--- config.mk ---
export PLATFORM = sky130hd
export DESIGN_NAME = dime_message_deframer_top
export DESIGN_NICKNAME = d
export VERILOG_FILES = /design/src/hw/rtl/dmd_pkg.sv /design/src/hw/rtl/dmd_core.sv /design/src/hw/rtl/dmd_result_buf.sv /design/src/hw/rtl/dime_message_deframer_top.sv
export SDC_FILE = /design/constraint.sdc
export NUM_CORES = 1
export LEC_CHECK = 0
export BUFFER_PORTS_ARGS = -buffer_cell sky130_fd_sc_hd__buf_2
export CORE_ASPECT_RATIO = 1.75
export CORE_MARGIN = 10
export CORE_UTILIZATION = 60
export CTS_CLUSTER_SIZE = 12
export DETAILED_ROUTE_END_ITERATION = 8
export PLACE_DENSITY = 0.82
export REMOVE_ABC_BUFFERS = 1
export SLEW_MARGIN = 25
export SYNTH_ARGS = -nofsm -noshare
export SYNTH_HDL_FRONTEND = slang
export SYNTH_SLANG_ARGS = --single-unit
export TNS_END_PERCENT = 5
--- constraint.sdc ---
create_clock -name clk -period 6.9 [get_ports clk]
set_clock_uncertainty 0.15 [all_clocks]
set_input_delay 1.38 -clock clk [delete_from_list [all_inputs] [get_ports clk]]
set_output_delay 1.38 -clock clk [all_outputs]
set_load 0.02 [all_outputs]
--- src/hw/rtl/dmd_pkg.sv ---
// ----------------------------------------------------------------------------
// dmd_pkg
// Shared types, codes and constants of the DIME record deframer.
// ----------------------------------------------------------------------------
package dmd_pkg;

  // Decoder phase codes
  localparam logic [2:0] PH_HEADER  = 3'd0;
  localparam logic [2:0] PH_OPTIONS = 3'd1;
  localparam logic [2:0] PH_ID      = 3'd2;
  localparam logic [2:0] PH_TYPE    = 3'd3;
  localparam logic [2:0] PH_DATA    = 3'd4;
  localparam logic [2:0] PH_DONE    = 3'd5;
  localparam logic [2:0] PH_SKIP    = 3'd6;

  // Result kinds
  localparam logic [2:0] KIND_OPTIONS = 3'd0;
  localparam logic [2:0] KIND_ID      = 3'd1;
  localparam logic [2:0] KIND_TYPE    = 3'd2;
  localparam logic [2:0] KIND_DATA    = 3'd3;
  localparam logic [2:0] KIND_DONE    = 3'd4;
  localparam logic [2:0] KIND_ERROR   = 3'd5;

  // Status codes
  localparam logic [2:0] ST_OK          = 3'd0;
  localparam logic [2:0] ST_BAD_VERSION = 3'd1;
  localparam logic [2:0] ST_NO_MB       = 3'd2;
  localparam logic [2:0] ST_TRUNC_HDR   = 3'd3;
  localparam logic [2:0] ST_TRUNC_BODY  = 3'd4;
  localparam logic [2:0] ST_TRUNC_PAD   = 3'd5;

  // Flag bits of the header flags byte
  localparam int FLAG_MB_BIT = 2;
  localparam int FLAG_ME_BIT = 1;
  localparam int FLAG_CF_BIT = 0;

  localparam logic [3:0] HEADER_BYTES  = 4'd12;
  localparam logic [4:0] VERSION_RESET = 5'd1;
  localparam int         MAX_RESULTS   = 3;

  typedef struct packed {
    logic [2:0] kind;
    logic [7:0] value;
    logic       in_first_record;
    logic       begin_flag;
    logic       end_flag;
    logic       chunk_flag;
    logic [3:0] type_format;
    logic [2:0] status;
    logic       last;
  } res_t;

  // Results caused by one input byte, packed from slot 0 up
  typedef struct packed {
    res_t [MAX_RESULTS-1:0] slot;
    logic [1:0]             cnt;
  } res_grp_t;

endpackage

--- src/hw/rtl/dmd_core.sv ---
// ----------------------------------------------------------------------------
// dmd_core
// Record decode state and the per-byte next-state and result logic.
// ----------------------------------------------------------------------------
module dmd_core (
  input  logic              clk,
  input  logic              rst,
  input  logic              fire,
  input  logic [7:0]        in_byte,
  input  logic              eoi,
  input  logic [4:0]        version,
  output dmd_pkg::res_grp_t grp
);
  import dmd_pkg::*;

  logic [2:0]  phase, phase_next;
  logic [3:0]  header_count, header_count_next;
  logic [7:0]  flags_byte, flags_byte_next;
  logic [3:0]  format_nibble, format_nibble_next;
  logic [15:0] options_length, options_length_next;
  logic [15:0] id_length, id_length_next;
  logic [15:0] type_length, type_length_next;
  logic [31:0] data_length, data_length_next;
  logic [31:0] remaining, remaining_next;
  logic [1:0]  pad_left, pad_left_next;
  logic        first_record, first_record_next;

  logic [31:0] lens [4];
  logic [3:0]  cnt_inc;
  logic [2:0]  start;
  logic        do_settle;
  logic        found;
  logic [1:0]  pick;
  logic        complete;
  logic        fld_v;
  logic [2:0]  err;
  logic [1:0]  n;
  res_t        r;

  always_comb begin
    phase_next          = phase;
    header_count_next   = header_count;
    flags_byte_next     = flags_byte;
    format_nibble_next  = format_nibble;
    options_length_next = options_length;
    id_length_next      = id_length;
    type_length_next    = type_length;
    data_length_next    = data_length;
    remaining_next      = remaining;
    pad_left_next       = pad_left;
    first_record_next   = first_record;
    cnt_inc             = header_count + 4'd1;
    start               = PH_OPTIONS;
    do_settle           = 1'b0;
    complete            = 1'b0;
    fld_v               = 1'b0;
    err                 = ST_OK;
    found               = 1'b0;
    pick                = 2'd0;

    if (phase == PH_SKIP) begin
      if (eoi) begin
        phase_next        = PH_HEADER;
        header_count_next = 4'd0;
        first_record_next = 1'b1;
      end
    end else if (phase inside {[PH_OPTIONS:PH_DATA]}) begin
      if (remaining != 32'd0) begin
        fld_v          = 1'b1;
        remaining_next = remaining - 32'd1;
      end else begin
        pad_left_next = pad_left - 2'd1;
      end
      if (remaining_next == 32'd0 && pad_left_next == 2'd0) begin
        do_settle = 1'b1;
        start     = phase + 3'd1;
      end
    end else begin
      phase_next = PH_HEADER;
      case (header_count)
        4'd0:    flags_byte_next     = in_byte;
        4'd1:    format_nibble_next  = in_byte[7:4];
        4'd2:    options_length_next = {in_byte, 8'd0};
        4'd3:    options_length_next = {options_length[15:8], in_byte};
        4'd4:    id_length_next      = {in_byte, 8'd0};
        4'd5:    id_length_next      = {id_length[15:8], in_byte};
        4'd6:    type_length_next    = {in_byte, 8'd0};
        4'd7:    type_length_next    = {type_length[15:8], in_byte};
        4'd8:    data_length_next    = {in_byte, 24'd0};
        4'd9:    data_length_next    = {data_length[31:24], in_byte, 16'd0};
        4'd10:   data_length_next    = {data_length[31:16], in_byte, 8'd0};
        default: data_length_next    = {data_length[31:8], in_byte};
      endcase
      if (cnt_inc < HEADER_BYTES) begin
        header_count_next = cnt_inc;
        if (eoi) err = ST_TRUNC_HDR;
      end else begin
        header_count_next = 4'd0;
        if (flags_byte_next[7:3] != version) begin
          err = ST_BAD_VERSION;
        end else begin
          do_settle = 1'b1;
          start     = PH_OPTIONS;
        end
      end
    end

    lens[0] = {16'd0, options_length_next};
    lens[1] = {16'd0, id_length_next};
    lens[2] = {16'd0, type_length_next};
    lens[3] = data_length_next;

    // skip empty fields: first nonempty field at or after start
    if (do_settle) begin
      for (int k = 3; k >= 0; k--) begin
        if ((3'(k) + PH_OPTIONS) >= start && lens[k] != 32'd0) begin
          found = 1'b1;
          pick  = 2'(k);
        end
      end
      if (found) begin
        phase_next     = 3'({1'b0, pick} + PH_OPTIONS);
        remaining_next = lens[pick];
        pad_left_next  = 2'(2'd0 - lens[pick][1:0]);
      end else begin
        complete = 1'b1;
      end
    end

    if (err == ST_OK) begin
      if (complete) begin
        if (first_record && !flags_byte_next[FLAG_MB_BIT]) begin
          err = ST_NO_MB;
        end else begin
          first_record_next = 1'b0;
          phase_next        = PH_HEADER;
          header_count_next = 4'd0;
          if (flags_byte_next[FLAG_ME_BIT]) begin
            first_record_next = 1'b1;
          end else if (eoi) begin
            err = ST_TRUNC_PAD;
          end
        end
      end else if (eoi && phase_next inside {[PH_OPTIONS:PH_DATA]}) begin
        err = (remaining_next != 32'd0) ? ST_TRUNC_BODY : ST_TRUNC_PAD;
      end
    end

    if (err != ST_OK) begin
      if (eoi) begin
        phase_next        = PH_HEADER;
        header_count_next = 4'd0;
        first_record_next = 1'b1;
      end else begin
        phase_next = PH_SKIP;
      end
    end
  end

  // Pack results: field byte, record done, error
  always_comb begin
    grp = '0;
    n   = 2'd0;
    r   = '0;
    r.in_first_record = first_record;
    if (fld_v) begin
      grp.slot[n]       = r;
      grp.slot[n].kind  = 3'(phase - PH_OPTIONS);
      grp.slot[n].value = in_byte;
      n = n + 2'd1;
    end
    if (complete && err != ST_NO_MB) begin
      grp.slot[n]             = r;
      grp.slot[n].kind        = KIND_DONE;
      grp.slot[n].begin_flag  = flags_byte_next[FLAG_MB_BIT];
      grp.slot[n].end_flag    = flags_byte_next[FLAG_ME_BIT];
      grp.slot[n].chunk_flag  = flags_byte_next[FLAG_CF_BIT];
      grp.slot[n].type_format = format_nibble_next;
      n = n + 2'd1;
    end
    if (err != ST_OK) begin
      grp.slot[n]        = r;
      grp.slot[n].kind   = KIND_ERROR;
      grp.slot[n].status = err;
      n = n + 2'd1;
    end
    if (n != 2'd0) grp.slot[n - 2'd1].last = 1'b1;
    grp.cnt = n;
  end

  always_ff @(posedge clk) begin
    if (rst) begin
      phase        <= PH_HEADER;
      header_count <= 4'd0;
      first_record <= 1'b1;
      remaining    <= 32'd0;
      pad_left     <= 2'd0;
    end else if (fire) begin
      phase        <= phase_next;
      header_count <= header_count_next;
      first_record <= first_record_next;
      remaining    <= remaining_next;
      pad_left     <= pad_left_next;
    end
  end

  always_ff @(posedge clk) begin
    if (fire) begin
      flags_byte     <= flags_byte_next;
      format_nibble  <= format_nibble_next;
      options_length <= options_length_next;
      id_length      <= id_length_next;
      type_length    <= type_length_next;
      data_length    <= data_length_next;
    end
  end

endmodule

--- src/hw/rtl/dmd_result_buf.sv ---
// ----------------------------------------------------------------------------
// dmd_result_buf
// Holds the results of one byte and hands them out one per request.
// ----------------------------------------------------------------------------
module dmd_result_buf (
  input  logic              clk,
  input  logic              rst,
  input  logic              load,
  input  dmd_pkg::res_grp_t grp,
  output logic              free,
  output logic              out_valid,
  input  logic              out_stall,
  output dmd_pkg::res_t     res
);
  import dmd_pkg::*;

  res_t [MAX_RESULTS-1:0] slot;
  logic [1:0]             cnt;
  logic                   take;

  assign out_valid = (cnt != 2'd0);
  assign take      = out_valid && !out_stall;
  // free when empty or the last waiting result leaves this cycle
  assign free      = (cnt == 2'd0) || (cnt == 2'd1 && take);
  assign res       = slot[0];

  always_ff @(posedge clk) begin
    if (rst) begin
      cnt <= 2'd0;
    end else if (load) begin
      cnt <= grp.cnt;
    end else if (take) begin
      cnt <= cnt - 2'd1;
    end
  end

  always_ff @(posedge clk) begin
    if (load) begin
      slot <= grp.slot;
    end else if (take) begin
      slot[0] <= slot[1];
      slot[1] <= slot[2];
    end
  end

endmodule

--- src/hw/rtl/dime_message_deframer_top.sv ---
// ----------------------------------------------------------------------------
// dime_message_deframer_top
// DIME record deframer: one received byte per request in, field bytes,
// record-done flags and errors out.
// ----------------------------------------------------------------------------
// Input channel carries in_byte and end_of_input under in_valid/in_stall.
// Output channel carries one result per request under out_valid/out_stall;
// last marks the final result caused by an input byte. Header and pad bytes
// give no field-byte result.
// A byte is held in the input register and decoded once the result buffer
// is free; its results are registered in the result buffer and shown from it.
// Throughput is one byte per cycle while each byte causes at most one result
// and the receiver does not stall; a byte causing two or three results keeps
// the result buffer busy until taken; the input register holds the next byte.
// version_we/version_data write the expected version; write it only while idle.
// Synchronous reset empties both registers, sets the version to 1 and
// starts a new message. While the receiver stalls, the result buffer holds
// its contents and the input side stalls once the input register is full.
// ----------------------------------------------------------------------------
module dime_message_deframer_top (
  input  logic       clk,
  input  logic       rst,
  input  logic       in_valid,
  output logic       in_stall,
  input  logic [7:0] in_byte,
  input  logic       end_of_input,
  input  logic       version_we,
  input  logic [4:0] version_data,
  output logic       out_valid,
  input  logic       out_stall,
  output logic [2:0] kind,
  output logic [7:0] value,
  output logic       in_first_record,
  output logic       begin_flag,
  output logic       end_flag,
  output logic       chunk_flag,
  output logic [3:0] type_format,
  output logic [2:0] status,
  output logic       last
);
  import dmd_pkg::*;

  logic       ir_valid;
  logic [7:0] ir_byte;
  logic       ir_eoi;
  logic [4:0] version;
  logic       accept;
  logic       fire;
  logic       free;
  res_grp_t   grp;
  res_t       res;

  assign fire     = ir_valid && free;
  assign in_stall = ir_valid && !fire;
  assign accept   = in_valid && !in_stall;

  always_ff @(posedge clk) begin
    if (rst) begin
      ir_valid <= 1'b0;
    end else if (accept) begin
      ir_valid <= 1'b1;
    end else if (fire) begin
      ir_valid <= 1'b0;
    end
  end

  always_ff @(posedge clk) begin
    if (accept) begin
      ir_byte <= in_byte;
      ir_eoi  <= end_of_input;
    end
  end

  always_ff @(posedge clk) begin
    if (rst) begin
      version <= VERSION_RESET;
    end else if (version_we) begin
      version <= version_data;
    end
  end

  dmd_core u_core (
    .clk     (clk),
    .rst     (rst),
    .fire    (fire),
    .in_byte (ir_byte),
    .eoi     (ir_eoi),
    .version (version),
    .grp     (grp)
  );

  dmd_result_buf u_buf (
    .clk       (clk),
    .rst       (rst),
    .load      (fire),
    .grp       (grp),
    .free      (free),
    .out_valid (out_valid),
    .out_stall (out_stall),
    .res       (res)
  );

  assign kind            = res.kind;
  assign value           = res.value;
  assign in_first_record = res.in_first_record;
  assign begin_flag      = res.begin_flag;
  assign end_flag        = res.end_flag;
  assign chunk_flag      = res.chunk_flag;
  assign type_format     = res.type_format;
  assign status          = res.status;
  assign last            = res.last;

endmodule
==> results of run 1 <==
==> how the worst max path moves through the flow <==
stage	endpoint	cells past startpoint	slack [ns]	from
after floorplan	u_buf.res[12]$_SDFFCE_PN0P_	5	-0.23	out_stall
after global placement	u_buf.res[0]$_DFFE_PP_	24	0.48	u_core.remaining[0]$_SDFFE_PP0P_
after detailed placement	u_buf.res[0]$_DFFE_PP_	26	0.59	u_core.remaining[0]$_SDFFE_PP0P_
after CTS	u_buf.res[0]$_DFFE_PP_	26	0.53	u_core.remaining[0]$_SDFFE_PP0P_
after global routing	u_buf.res[0]$_DFFE_PP_	21	0.05	u_core.phase[1]$_SDFFE_PP0P_
final	u_buf.res[0]$_DFFE_PP_	21	0.42	u_core.phase[1]$_SDFFE_PP0P_
==> placed cells by master, fill, tap and decap left out, types with 6 or more instances in the layout <==
master / n
a211o_1: 9
a211oi_1: 18
a21o_1: 10
a21oi_1: 57
a221oi_1: 6
a22o_1: 51
a22oi_1: 12
a31oi_1: 12
and2_1: 17
and3_1: 25
buf_2: 43
buf_4: 103
clkbuf_16: 20
dfxtp_1: 50
edfxtp_1: 144
ha_1: 16
inv_1: 40
mux2_2: 10
mux2i_1: 30
nand2_1: 136
nand2b_1: 9
nand3_1: 50
nand4_1: 31
nor2_1: 110
nor3_1: 41
nor4_1: 43
o2111ai_1: 6
o211ai_1: 15
o21a_1: 9
o21ai_0: 73
o31ai_1: 11
or2_2: 10
or3_1: 21
or4_1: 12
xnor2_1: 21
xor2_1: 21
==> cell type report <==
type,count,area [µm²]
Sequential cell,194,5325
Clock buffer,20,500.5
Multi-Input combinational cell,991,6320
Fill cell,1610,6492
Timing Repair Buffer,146,988.4
Clock inverter,12,105.1
Inverter,42,160.2
Tap cell,248,310.3
==> where the power goes <==
part           total [mW]  leakage (nW)  internal (mW)  switching (mW)
clock                1.03         0.304          0.539           0.492
sequential           1.56          1.69           1.44           0.113
combinational        1.61          3.36          0.537            1.07
==> flip-flops by register name, summed over array words and instances, names as in the netlist <==
name and flops:
ir_byte 8, ir_eoi 1, ir_valid 1, u_buf.cnt 2, u_buf.res 23, u_buf.slot 20
u_core.data_length 32, u_core.first_record 1, u_core.flags_byte 8, u_core.format_nibble 4, u_core.header_count 4, u_core.id_length 16
u_core.options_length 16, u_core.pad_left 2, u_core.phase 3, u_core.remaining 32, u_core.type_length 16, version 5
==> kinds of logic (layout without fill, tap and decap cells) <==
family	count (synthesis)	count (layout)	synth area share (%)
simple gates	540	540	22.37
compound gates	352	352	20.80
flops	194	194	43.36
buf+inv	151	220	5.359
xor+xnor	42	42	2.995
mux	41	41	3.484
fa+ha+maj	16	16	1.630
==> layer usage <==
metal / GRT usage, % / routed length, µm / up-vias
met5: 0 / 0 / -
met4: 30.09 / 4916 / 0
met3: 6.662 / 4233 / 283
met2: 58.68 / 23470 / 884
met1: 36.63 / 15030 / 5611
li1: - / - / 5163
==> worst max-delay path: cells and delay by family (launching register included) <==
kind / cells / cell delay (ns)
adders and majority gates: 3 / 0.61
muxes: 1 / 0.32
DFF: 1 / 0.51
and+or+nand+nor: 6 / 2.08
buffers and inverters: 5 / 0.79
AOI/OAI and AO/OA: 6 / 1.71
==> impl_results.md, run 1 <==
- CP Cell Sequence: inv_1 -> ha_1 -> inv_1 -> ha_1 -> nor2b_1 -> a21oi_2 -> buf_4 -> or3_1 -> a22o_1 -> nor4_1 -> and4_1 -> a21boi_0 -> a21boi_0 -> nand2_1 -> o21ai_0 -> nand3_1 -> inv_1 -> ha_1 -> inv_1 -> mux2_2 -> a22o_1
- Reg2reg path depth: 21
- Slew Viols, Final: 0
- Setup TNS Final: 0 ns
- Area of the die: 0.02682 mm²
- Syn Inst Count: 1336
- CTS hold repair buffers: 0
- Top-count cell post-synth: edfxtp_1
- Sequential area share after synthesis: 43.36%
- Non-filler cells, final: 1653
- Max stage delay cell, worst path: and4_1
- Post-DP HPWL: 34810 µm
- Starting Density: 60.79%
- F_max: 154.4 MHz
- Data required time of the worst path: 6.95 ns
- Worst skew pair latency: 0.45 ns
- Post_cts resized: 0
- Unique cell type count in the Yosys netlist: 93
- Placed insts: 1621
- Total CTS buffers: 17
- Critical Path Max Stage Delay: 0.58 ns
- Worst Setup Start Kind: flop
- Largest net degree at the start of global routing: 60
- Max Buffers Root-to-Sink: 2
- First-pass GRT wire length: 71420 µm
- Final setup viols: 0
- DRT iter0 DRCs: 1603
- CTS Root Cell: clkbuf_16
- Core Util, Final: 67.86%
- TritonCTS clock tree: yes
- Worst Hold Depth: 2
- Antenna-violating nets left: 0
- WHS: 0.3555 ns
- Reg clk slew, reported paths: 0.07 ns
- Max VDD drop: 342.9 µV
- Top-area cell type share of the netlist area: 35.21%
- Critical Setup Path Class: flop to flop
- Diode count: 0
- Area contributors post-synth: edfxtp_1 (35%), dfxtp_1 (8.2%), nand2_1 (4.2%)
- Critical Path Fanout Max: 27
- WL final: 47650 µm
- Max_slew headroom: 24.57%
- Total track usage: 35.07%
- Via Count: 11940
- Post-synth top cells: edfxtp_1 (144), nand2_1 (136), nor2_1 (110)
- Worst-margin pin slew: 1.120 ns
- Hold_sp: version[0]$_SDFFE_PP1P_
- Register-to-register path setup slack: 0.42 ns
- Layout cell share with drive strength beyond 1: 16.01%
- I/O Pins: 44
- Ys async rst share: 0%
- # H-tree levels: 4
- Yosys reg bits: 194
- CP dominant cell by count: inv_1
- Reg2reg start: u_core.phase[1]$_SDFFE_PP0P_
- Vias in the first global route: 11600
- Iteration count of the initial detailed-routing pass: 7
- CP endpoint kind: flop
- DIE HEIGHT: 209.3 µm
- IO Port Bufs: 43
- Layout overhead on the synthesized area: 11.64%
- DRC viols: 0
- NumNets Final: 1427
- Crit share post-route: 93.84%
- Grt ovf: 0
- Reg2reg end: u_buf.res[0]$_DFFE_PP_
- Leakage power: 5.363 nW
- Final worst setup slack: 0.4249 ns
- CTS Sinks: 194
- WL/cell: 28.83 µm
- Die width: 128.1 µm
- # rows: 69
- Dpl cell area: 0.01310 mm²
- GPL Wtd Cong: 1.057
- Area leader, netlist: edfxtp_1
- Crit path DAT: 6.53 ns
- Hold Crit Class: flop to flop
- Pwr Total: 4.193 mW
- RSZ-0062 raised after global routing: no
- Initial antenna violation count: 0
- Min Tclk post-route: 6.475 ns
- Top_reg_cell synth: edfxtp_1
- Mapped Avg Cell Area: 9.192 µm²
- Post-route cell area: 0.01371 mm²
- Core Box Area: 0.02020 mm²
- Hold Violations, Final: 0
- Hold Path Sink: version[0]$_SDFFE_PP1P_
- Place WS: 0.5927 ns
- Post-CTS setup buffers: 0
- PwrDens: 305.8 mW/mm²
- Post-Syn Area: 0.01228 mm²
- Status: finished clean
- Vias per std cell: 7.224
- EDFF count, synth: 144
- Synth warn: 0
- Maxcap violations: 0
Power figures use the tool's default switching activity.
==> run 2: changes to the inputs <==
Settings changed: CORE_UTILIZATION 60 to 54, PLACE_DENSITY 0.82 to 0.75.
==> impl_results.md, run 2 (synthesis gave the netlist of run 1 again) <==
- Hold_sp: u_buf.slot[32]$_SDFFCE_PN0P_
- Min Tclk post-route: 6.536 ns
- WL final: 44500 µm
- Iteration count of the initial detailed-routing pass: 6
- PwrDens: 297.9 mW/mm²
- Crit-path leading delay family: compound AO/OA/AOI/OAI gates
- DRT iter0 DRCs: 1475
- IO Port Bufs: 43
- Hold Path Sink: u_buf.res[9]$_DFFE_PP_
- Worst Hold Depth: 2
- CTS Sinks: 194
- Post_cts resized: 0
- Crit path DAT: 6.61 ns
- Hold Violations, Final: 0
- Worst-margin pin slew: 1.115 ns
- Largest net degree at the start of global routing: 71
- Die width: 134.0 µm
- Data required time of the worst path: 6.97 ns
- Layout overhead on the synthesized area: 9.353%
- Total CTS buffers: 17
- Hold Crit Class: flop to flop
- Vias in the first global route: 11260
- CP endpoint kind: flop
- GPL Wtd Cong: 1.100
- # H-tree levels: 4
- Antenna-violating nets left: 0
- DRC viols: 0
- CTS hold repair buffers: 0
- Leakage power: 5.147 nW
- NumNets Final: 1385
- Crit share post-route: 94.73%
- WP depth: 19
- TritonCTS clock tree: yes
- I/O Pins: 44
- Pwr Total: 4.001 mW
- Crit path buffers/inverters: 2
- F_max: 153.0 MHz
- WL/cell: 26.76 µm
- Area of the die: 0.02941 mm²
- Status: finished clean
- Reg2reg start: u_core.header_count[2]$_SDFFE_PP0P_
- Max_slew headroom: 24.91%
- Worst Setup Start Kind: flop
- DIE HEIGHT: 219.5 µm
- CP Cell Sequence: nor2b_1 -> o21ai_0 -> or2_2 -> a22o_1 -> nor4_1 -> nand3_1 -> a2111oi_1 -> o211a_1 -> ha_1 -> inv_1 -> o2111ai_1 -> o211ai_1 -> nand3_2 -> nand2_1 -> a21boi_4 -> ha_1 -> inv_1 -> nor2_1 -> a22o_1
- Setup TNS Final: 0 ns
- Critical Path Max Stage Delay: 0.76 ns
- RSZ-0062 raised after global routing: no
- Final setup viols: 0
- Reg2reg path depth: 19
- Total track usage: 29.99%
- WHS: 0.3825 ns
- Post-DP HPWL: 32380 µm
- Layout cell share with drive strength beyond 1: 13.13%
- Initial antenna violation count: 0
- # rows: 73
- Most common cell after layout, fill and taps aside: edfxtp_1
- Critical Path Fanout Max: 13
- Critical Setup Path Class: flop to flop
- Post-CTS setup buffers: 0
- Via Count: 11480
- Starting Density: 54.43%
- CTS Root Cell: clkbuf_16
- Max VDD drop: 216.8 µV
- Max stage delay cell, worst path: nor2b_1
- Reg2reg end: u_buf.res[0]$_DFFE_PP_
- Worst skew pair latency: 0.47 ns
- Vias per std cell: 6.903
- Diode count: 0
- Maxcap violations: 0
- Reg clk slew, reported paths: 0.08 ns
- Core Util, Final: 59.53%
- Grt ovf: 0
- Most frequent cells in the layout: edfxtp_1 (144), nand2_1 (136), nor2_1 (110)
- Max Buffers Root-to-Sink: 2
- Slew Viols, Final: 0
- Register-to-register path setup slack: 0.36 ns
- First-pass GRT wire length: 66960 µm
- Core Box Area: 0.02256 mm²
run 2: stage by stage:
stage / instances / instance area, µm² / worst slack, ns
4_1_cts: 1663 / 13420 / 0.5381
6_report: 1663 / 13430 / 0.3637
5_1_grt: 1663 / 13430 / 0.02932
3_3_place_gp: 1631 / 12850 / 0.6932
2_1_floorplan: 1227 / 11780 / -0.2251
3_5_place_dp: 1631 / 12850 / 0.5670
run 2: routing by layer:
metal | global-route usage, % | vias up | routed length [µm]
met4 | 24.40 | 0 | 3831
met5 | 0 | - | 0
met2 | 51.59 | 710 | 22080
li1 | - | 5070 | -
met1 | 31.19 | 5498 | 15180
met3 | 5.814 | 202 | 3407
run 2: report_power, final:
part           total, mW  internal [mW]  switching [mW]
Clock              0.994          0.524           0.469
Combinational       1.44          0.483           0.962
Sequential          1.56           1.44           0.118
run 2: worst max path at each step:
stage,start,endpoint
after floorplan,out_stall,u_buf.res[12]$_SDFFCE_PN0P_
after global placement,u_core.remaining[0]$_SDFFE_PP0P_,u_buf.res[1]$_DFFE_PP_
after detailed placement,u_core.remaining[0]$_SDFFE_PP0P_,u_buf.res[0]$_DFFE_PP_
after CTS,u_core.remaining[0]$_SDFFE_PP0P_,u_buf.res[0]$_DFFE_PP_
after global routing,u_core.phase[1]$_SDFFE_PP0P_,u_buf.res[0]$_DFFE_PP_
final,u_core.header_count[2]$_SDFFE_PP0P_,u_buf.res[0]$_DFFE_PP_
run 2: worst reg2reg max path, cell delays in order, from the launching register on:
cell and delay [ns]:
dfxtp_1 0.52, nor2b_1 0.77, o21ai_0 0.44, or2_2 0.45
a22o_1 0.25, nor4_1 0.35, nand3_1 0.50, a2111oi_1 0.69
o211a_1 0.28, ha_1 0.25, inv_1 0.08, o2111ai_1 0.15
o211ai_1 0.16, nand3_2 0.12, nand2_1 0.10, a21boi_4 0.35
ha_1 0.31, inv_1 0.07, nor2_1 0.06, a22o_1 0.22
run 2: cell type report:
cell class	instances	area, µm²
well taps	300	375.4
clock inverters	10	67.56
repair buffers	104	685.7
flip-flops and latches	194	5325
clock buffers	22	506.7
inverters	42	160.2
fillers	1981	9131
multi-input cells	991	6309
==> run 3: changes to the inputs <==
Settings changed: PLACE_DENSITY 0.75 to 0.76.
==> impl_results.md, run 3 (synthesis gave the netlist of run 1 again) <==
- Reg clk slew, reported paths: 0.07 ns
- Post-DP HPWL: 35170 µm
- # H-tree levels: 4
- NumNets Final: 1440
- DRT iter0 DRCs: 1093
- Initial antenna violation count: 0
- Diode count: 0
- Post-route cell area: 0.01385 mm²
- DRC viols: 0
- Antenna-violating nets left: 0
- Crit path buffers/inverters: 3
- Leakage power: 5.423 nW
- Gate power share: 39.1%
- Hold Violations, Final: 0
- I/O Pins: 44
- Post_cts resized: 0
- Vias in the first global route: 11370
- Max_slew headroom: 31.93%
- Internal Power: 2.559 mW
- WHS: 0.3732 ns
- Maxcap violations: 0
- Status: finished clean
- Max VDD drop: 210.5 µV
- Layout overhead on the synthesized area: 12.77%
- Seq pwr share: 37.4%
- Total CTS buffers: 17
- Reg2reg path depth: 19
- Worst skew pair latency: 0.46 ns
- Crit share post-route: 95.15%
- Reg2reg end: u_buf.res[5]$_DFFE_PP_
- CTS Sinks: 194
- Starting Density: 54.43%
- Min Tclk post-route: 6.565 ns
- CTS hold repair buffers: 0
- DIE HEIGHT: 219.5 µm
- GPL Wtd Cong: 1.081
- PwrDens: 299.2 mW/mm²
- Register-to-register path setup slack: 0.33 ns
- RSZ-0062 raised after global routing: no
- Slew Viols, Final: 0
- Max stage delay cell, worst path: nor4_1
- CP endpoint kind: flop
- Layout cell share with drive strength beyond 1: 16.29%
- Critical Path Fanout Max: 11
- Area of the die: 0.02941 mm²
- Crit-path leading delay family: compound AO/OA/AOI/OAI gates
- IO Port Bufs: 43
- First-pass GRT wire length: 68680 µm
- Post-CTS setup buffers: 0
- # rows: 73
- Critical Path Max Stage Delay: 0.81 ns
- Most common cell after layout, fill and taps aside: edfxtp_1
- Non-filler cells, final: 1718
- Largest net degree at the start of global routing: 58
- Iteration count of the initial detailed-routing pass: 6
- Grt ovf: 0
- WP depth: 19
- Worst Setup Start Kind: flop
- Max Buffers Root-to-Sink: 2
- CTS Root Cell: clkbuf_16
- Total track usage: 31.00%
- Core Box Area: 0.02256 mm²
- Most frequent cells in the layout: edfxtp_1 (144), nand2_1 (136), buf_4 (114)
- Critical Setup Path Class: flop to flop
- CP Cell Sequence: nor4_1 -> and3_1 -> buf_4 -> nor4_1 -> mux2i_1 -> a21bo_2 -> or4b_1 -> a2111oi_1 -> o211a_1 -> ha_1 -> inv_1 -> o2111ai_1 -> a211o_1 -> nand3_2 -> nand2_1 -> a21boi_4 -> buf_4 -> a211o_1 -> o21ai_0
- Dpl cell area: 0.01328 mm²
- Hold Crit Class: flop to flop
- Data required time of the worst path: 7.04 ns
- Crit path capture: u_buf.res[5]$_DFFE_PP_
- WL/cell: 26.74 µm
- WL final: 45930 µm
- Critical Path Start: u_core.remaining[31]$_SDFFE_PP0P_
- Vias per std cell: 6.726
- Clock power share: 23.5%
- Sw Ratio: 38.25%
- F_max: 152.3 MHz
- Placed insts: 1686
- Sw Pwr: 1.585 mW
- Worst-margin pin slew: 1.013 ns
- Crit path DAT: 6.70 ns
- Die width: 134.0 µm
- Reg2reg start: u_core.remaining[31]$_SDFFE_PP0P_
- Via Count: 11560
- TritonCTS clock tree: yes
- Final setup viols: 0
==> run 3: cell count changes in the layout (fill, tap and decap cells not counted), moves of 2 or more <==
cell	change
clkinv_4	-2
clkbuf_16	-2
clkbuf_8	+2
clkbuf_1	+4
clkinv_2	-3
buf_4	+54
==> run 3: metrics by stage <==
| stage | utilization [%] | TNS [ns] | total power, mW | setup slack (ns) |
|---|---|---|---|---|
| after floorplan | - | -12.50 | 2.475 | -0.2251 |
| after global placement | 58.84 | 0 | 3.137 | 0.5371 |
| after detailed placement | 58.84 | 0 | 3.143 | 0.4762 |
| after CTS | 61.36 | 0 | 4.106 | 0.4463 |
| after global routing | 61.38 | 0 | 4.311 | 0.1266 |
| final | 61.38 | 0 | 4.144 | 0.3349 |
==> run 3: how the worst min path moves through the flow <==
stage / endpoint / startpoint / cells after the start
2_1_floorplan: version[0]$_SDFFE_PP1P_ / version[0]$_SDFFE_PP1P_ / 2
3_3_place_gp: version[0]$_SDFFE_PP1P_ / version[0]$_SDFFE_PP1P_ / 2
3_5_place_dp: version[0]$_SDFFE_PP1P_ / version[0]$_SDFFE_PP1P_ / 2
4_1_cts: version[4]$_SDFFE_PP0P_ / version[4]$_SDFFE_PP0P_ / 2
5_1_grt: u_buf.res[1]$_DFFE_PP_ / u_buf.slot[24]$_DFFE_PP_ / 1
6_report: version[4]$_SDFFE_PP0P_ / version[4]$_SDFFE_PP0P_ / 2
==> run 3: area by class of cell <==
cell class	count	area, µm²
Clock buffer	26	499.2
Tap cell	300	375.4
Inverter	42	160.2
Fill cell	1916	8712
Multi-Input combinational cell	991	6309
Sequential cell	194	5325
Timing Repair Buffer	159	1111
Clock inverter	6	68.82
==> run 3: routing by layer <==
| metal | routed length [µm] | vias up | part of all wire, % | track usage (%) |
|---|---|---|---|---|
| li1 | - | 5187 | - | - |
| met1 | 15380 | 5522 | 33 | 31.09 |
| met2 | 23730 | 644 | 52 | 55.57 |
| met3 | 2898 | 202 | 6.3 | 5.130 |
| met4 | 3921 | 0 | 8.5 | 24.62 |
| met5 | 0 | - | 0 | 0 |
==> run 3: worst register-to-register path: cells and delay by family, from the launching register on <==
kind	cells	cell delay, ns
AO/OA/AOI/OAI	8	2.52
AND/OR/NAND/NOR	6	2.20
buffers and inverters	3	0.51
flip-flops	1	0.41
multiplexers	1	0.36
adder cells (fa/ha/maj)	1	0.25
==> run 3: power groups by stage <==
stage,registers [mW],clock network [mW],logic [mW]
detailed placement,1.57,0,1.57
global route,1.56,1.03,1.72
global placement,1.57,0,1.57
floorplan,1.59,0,0.882
CTS,1.55,0.981,1.58
finish,1.55,0.974,1.62
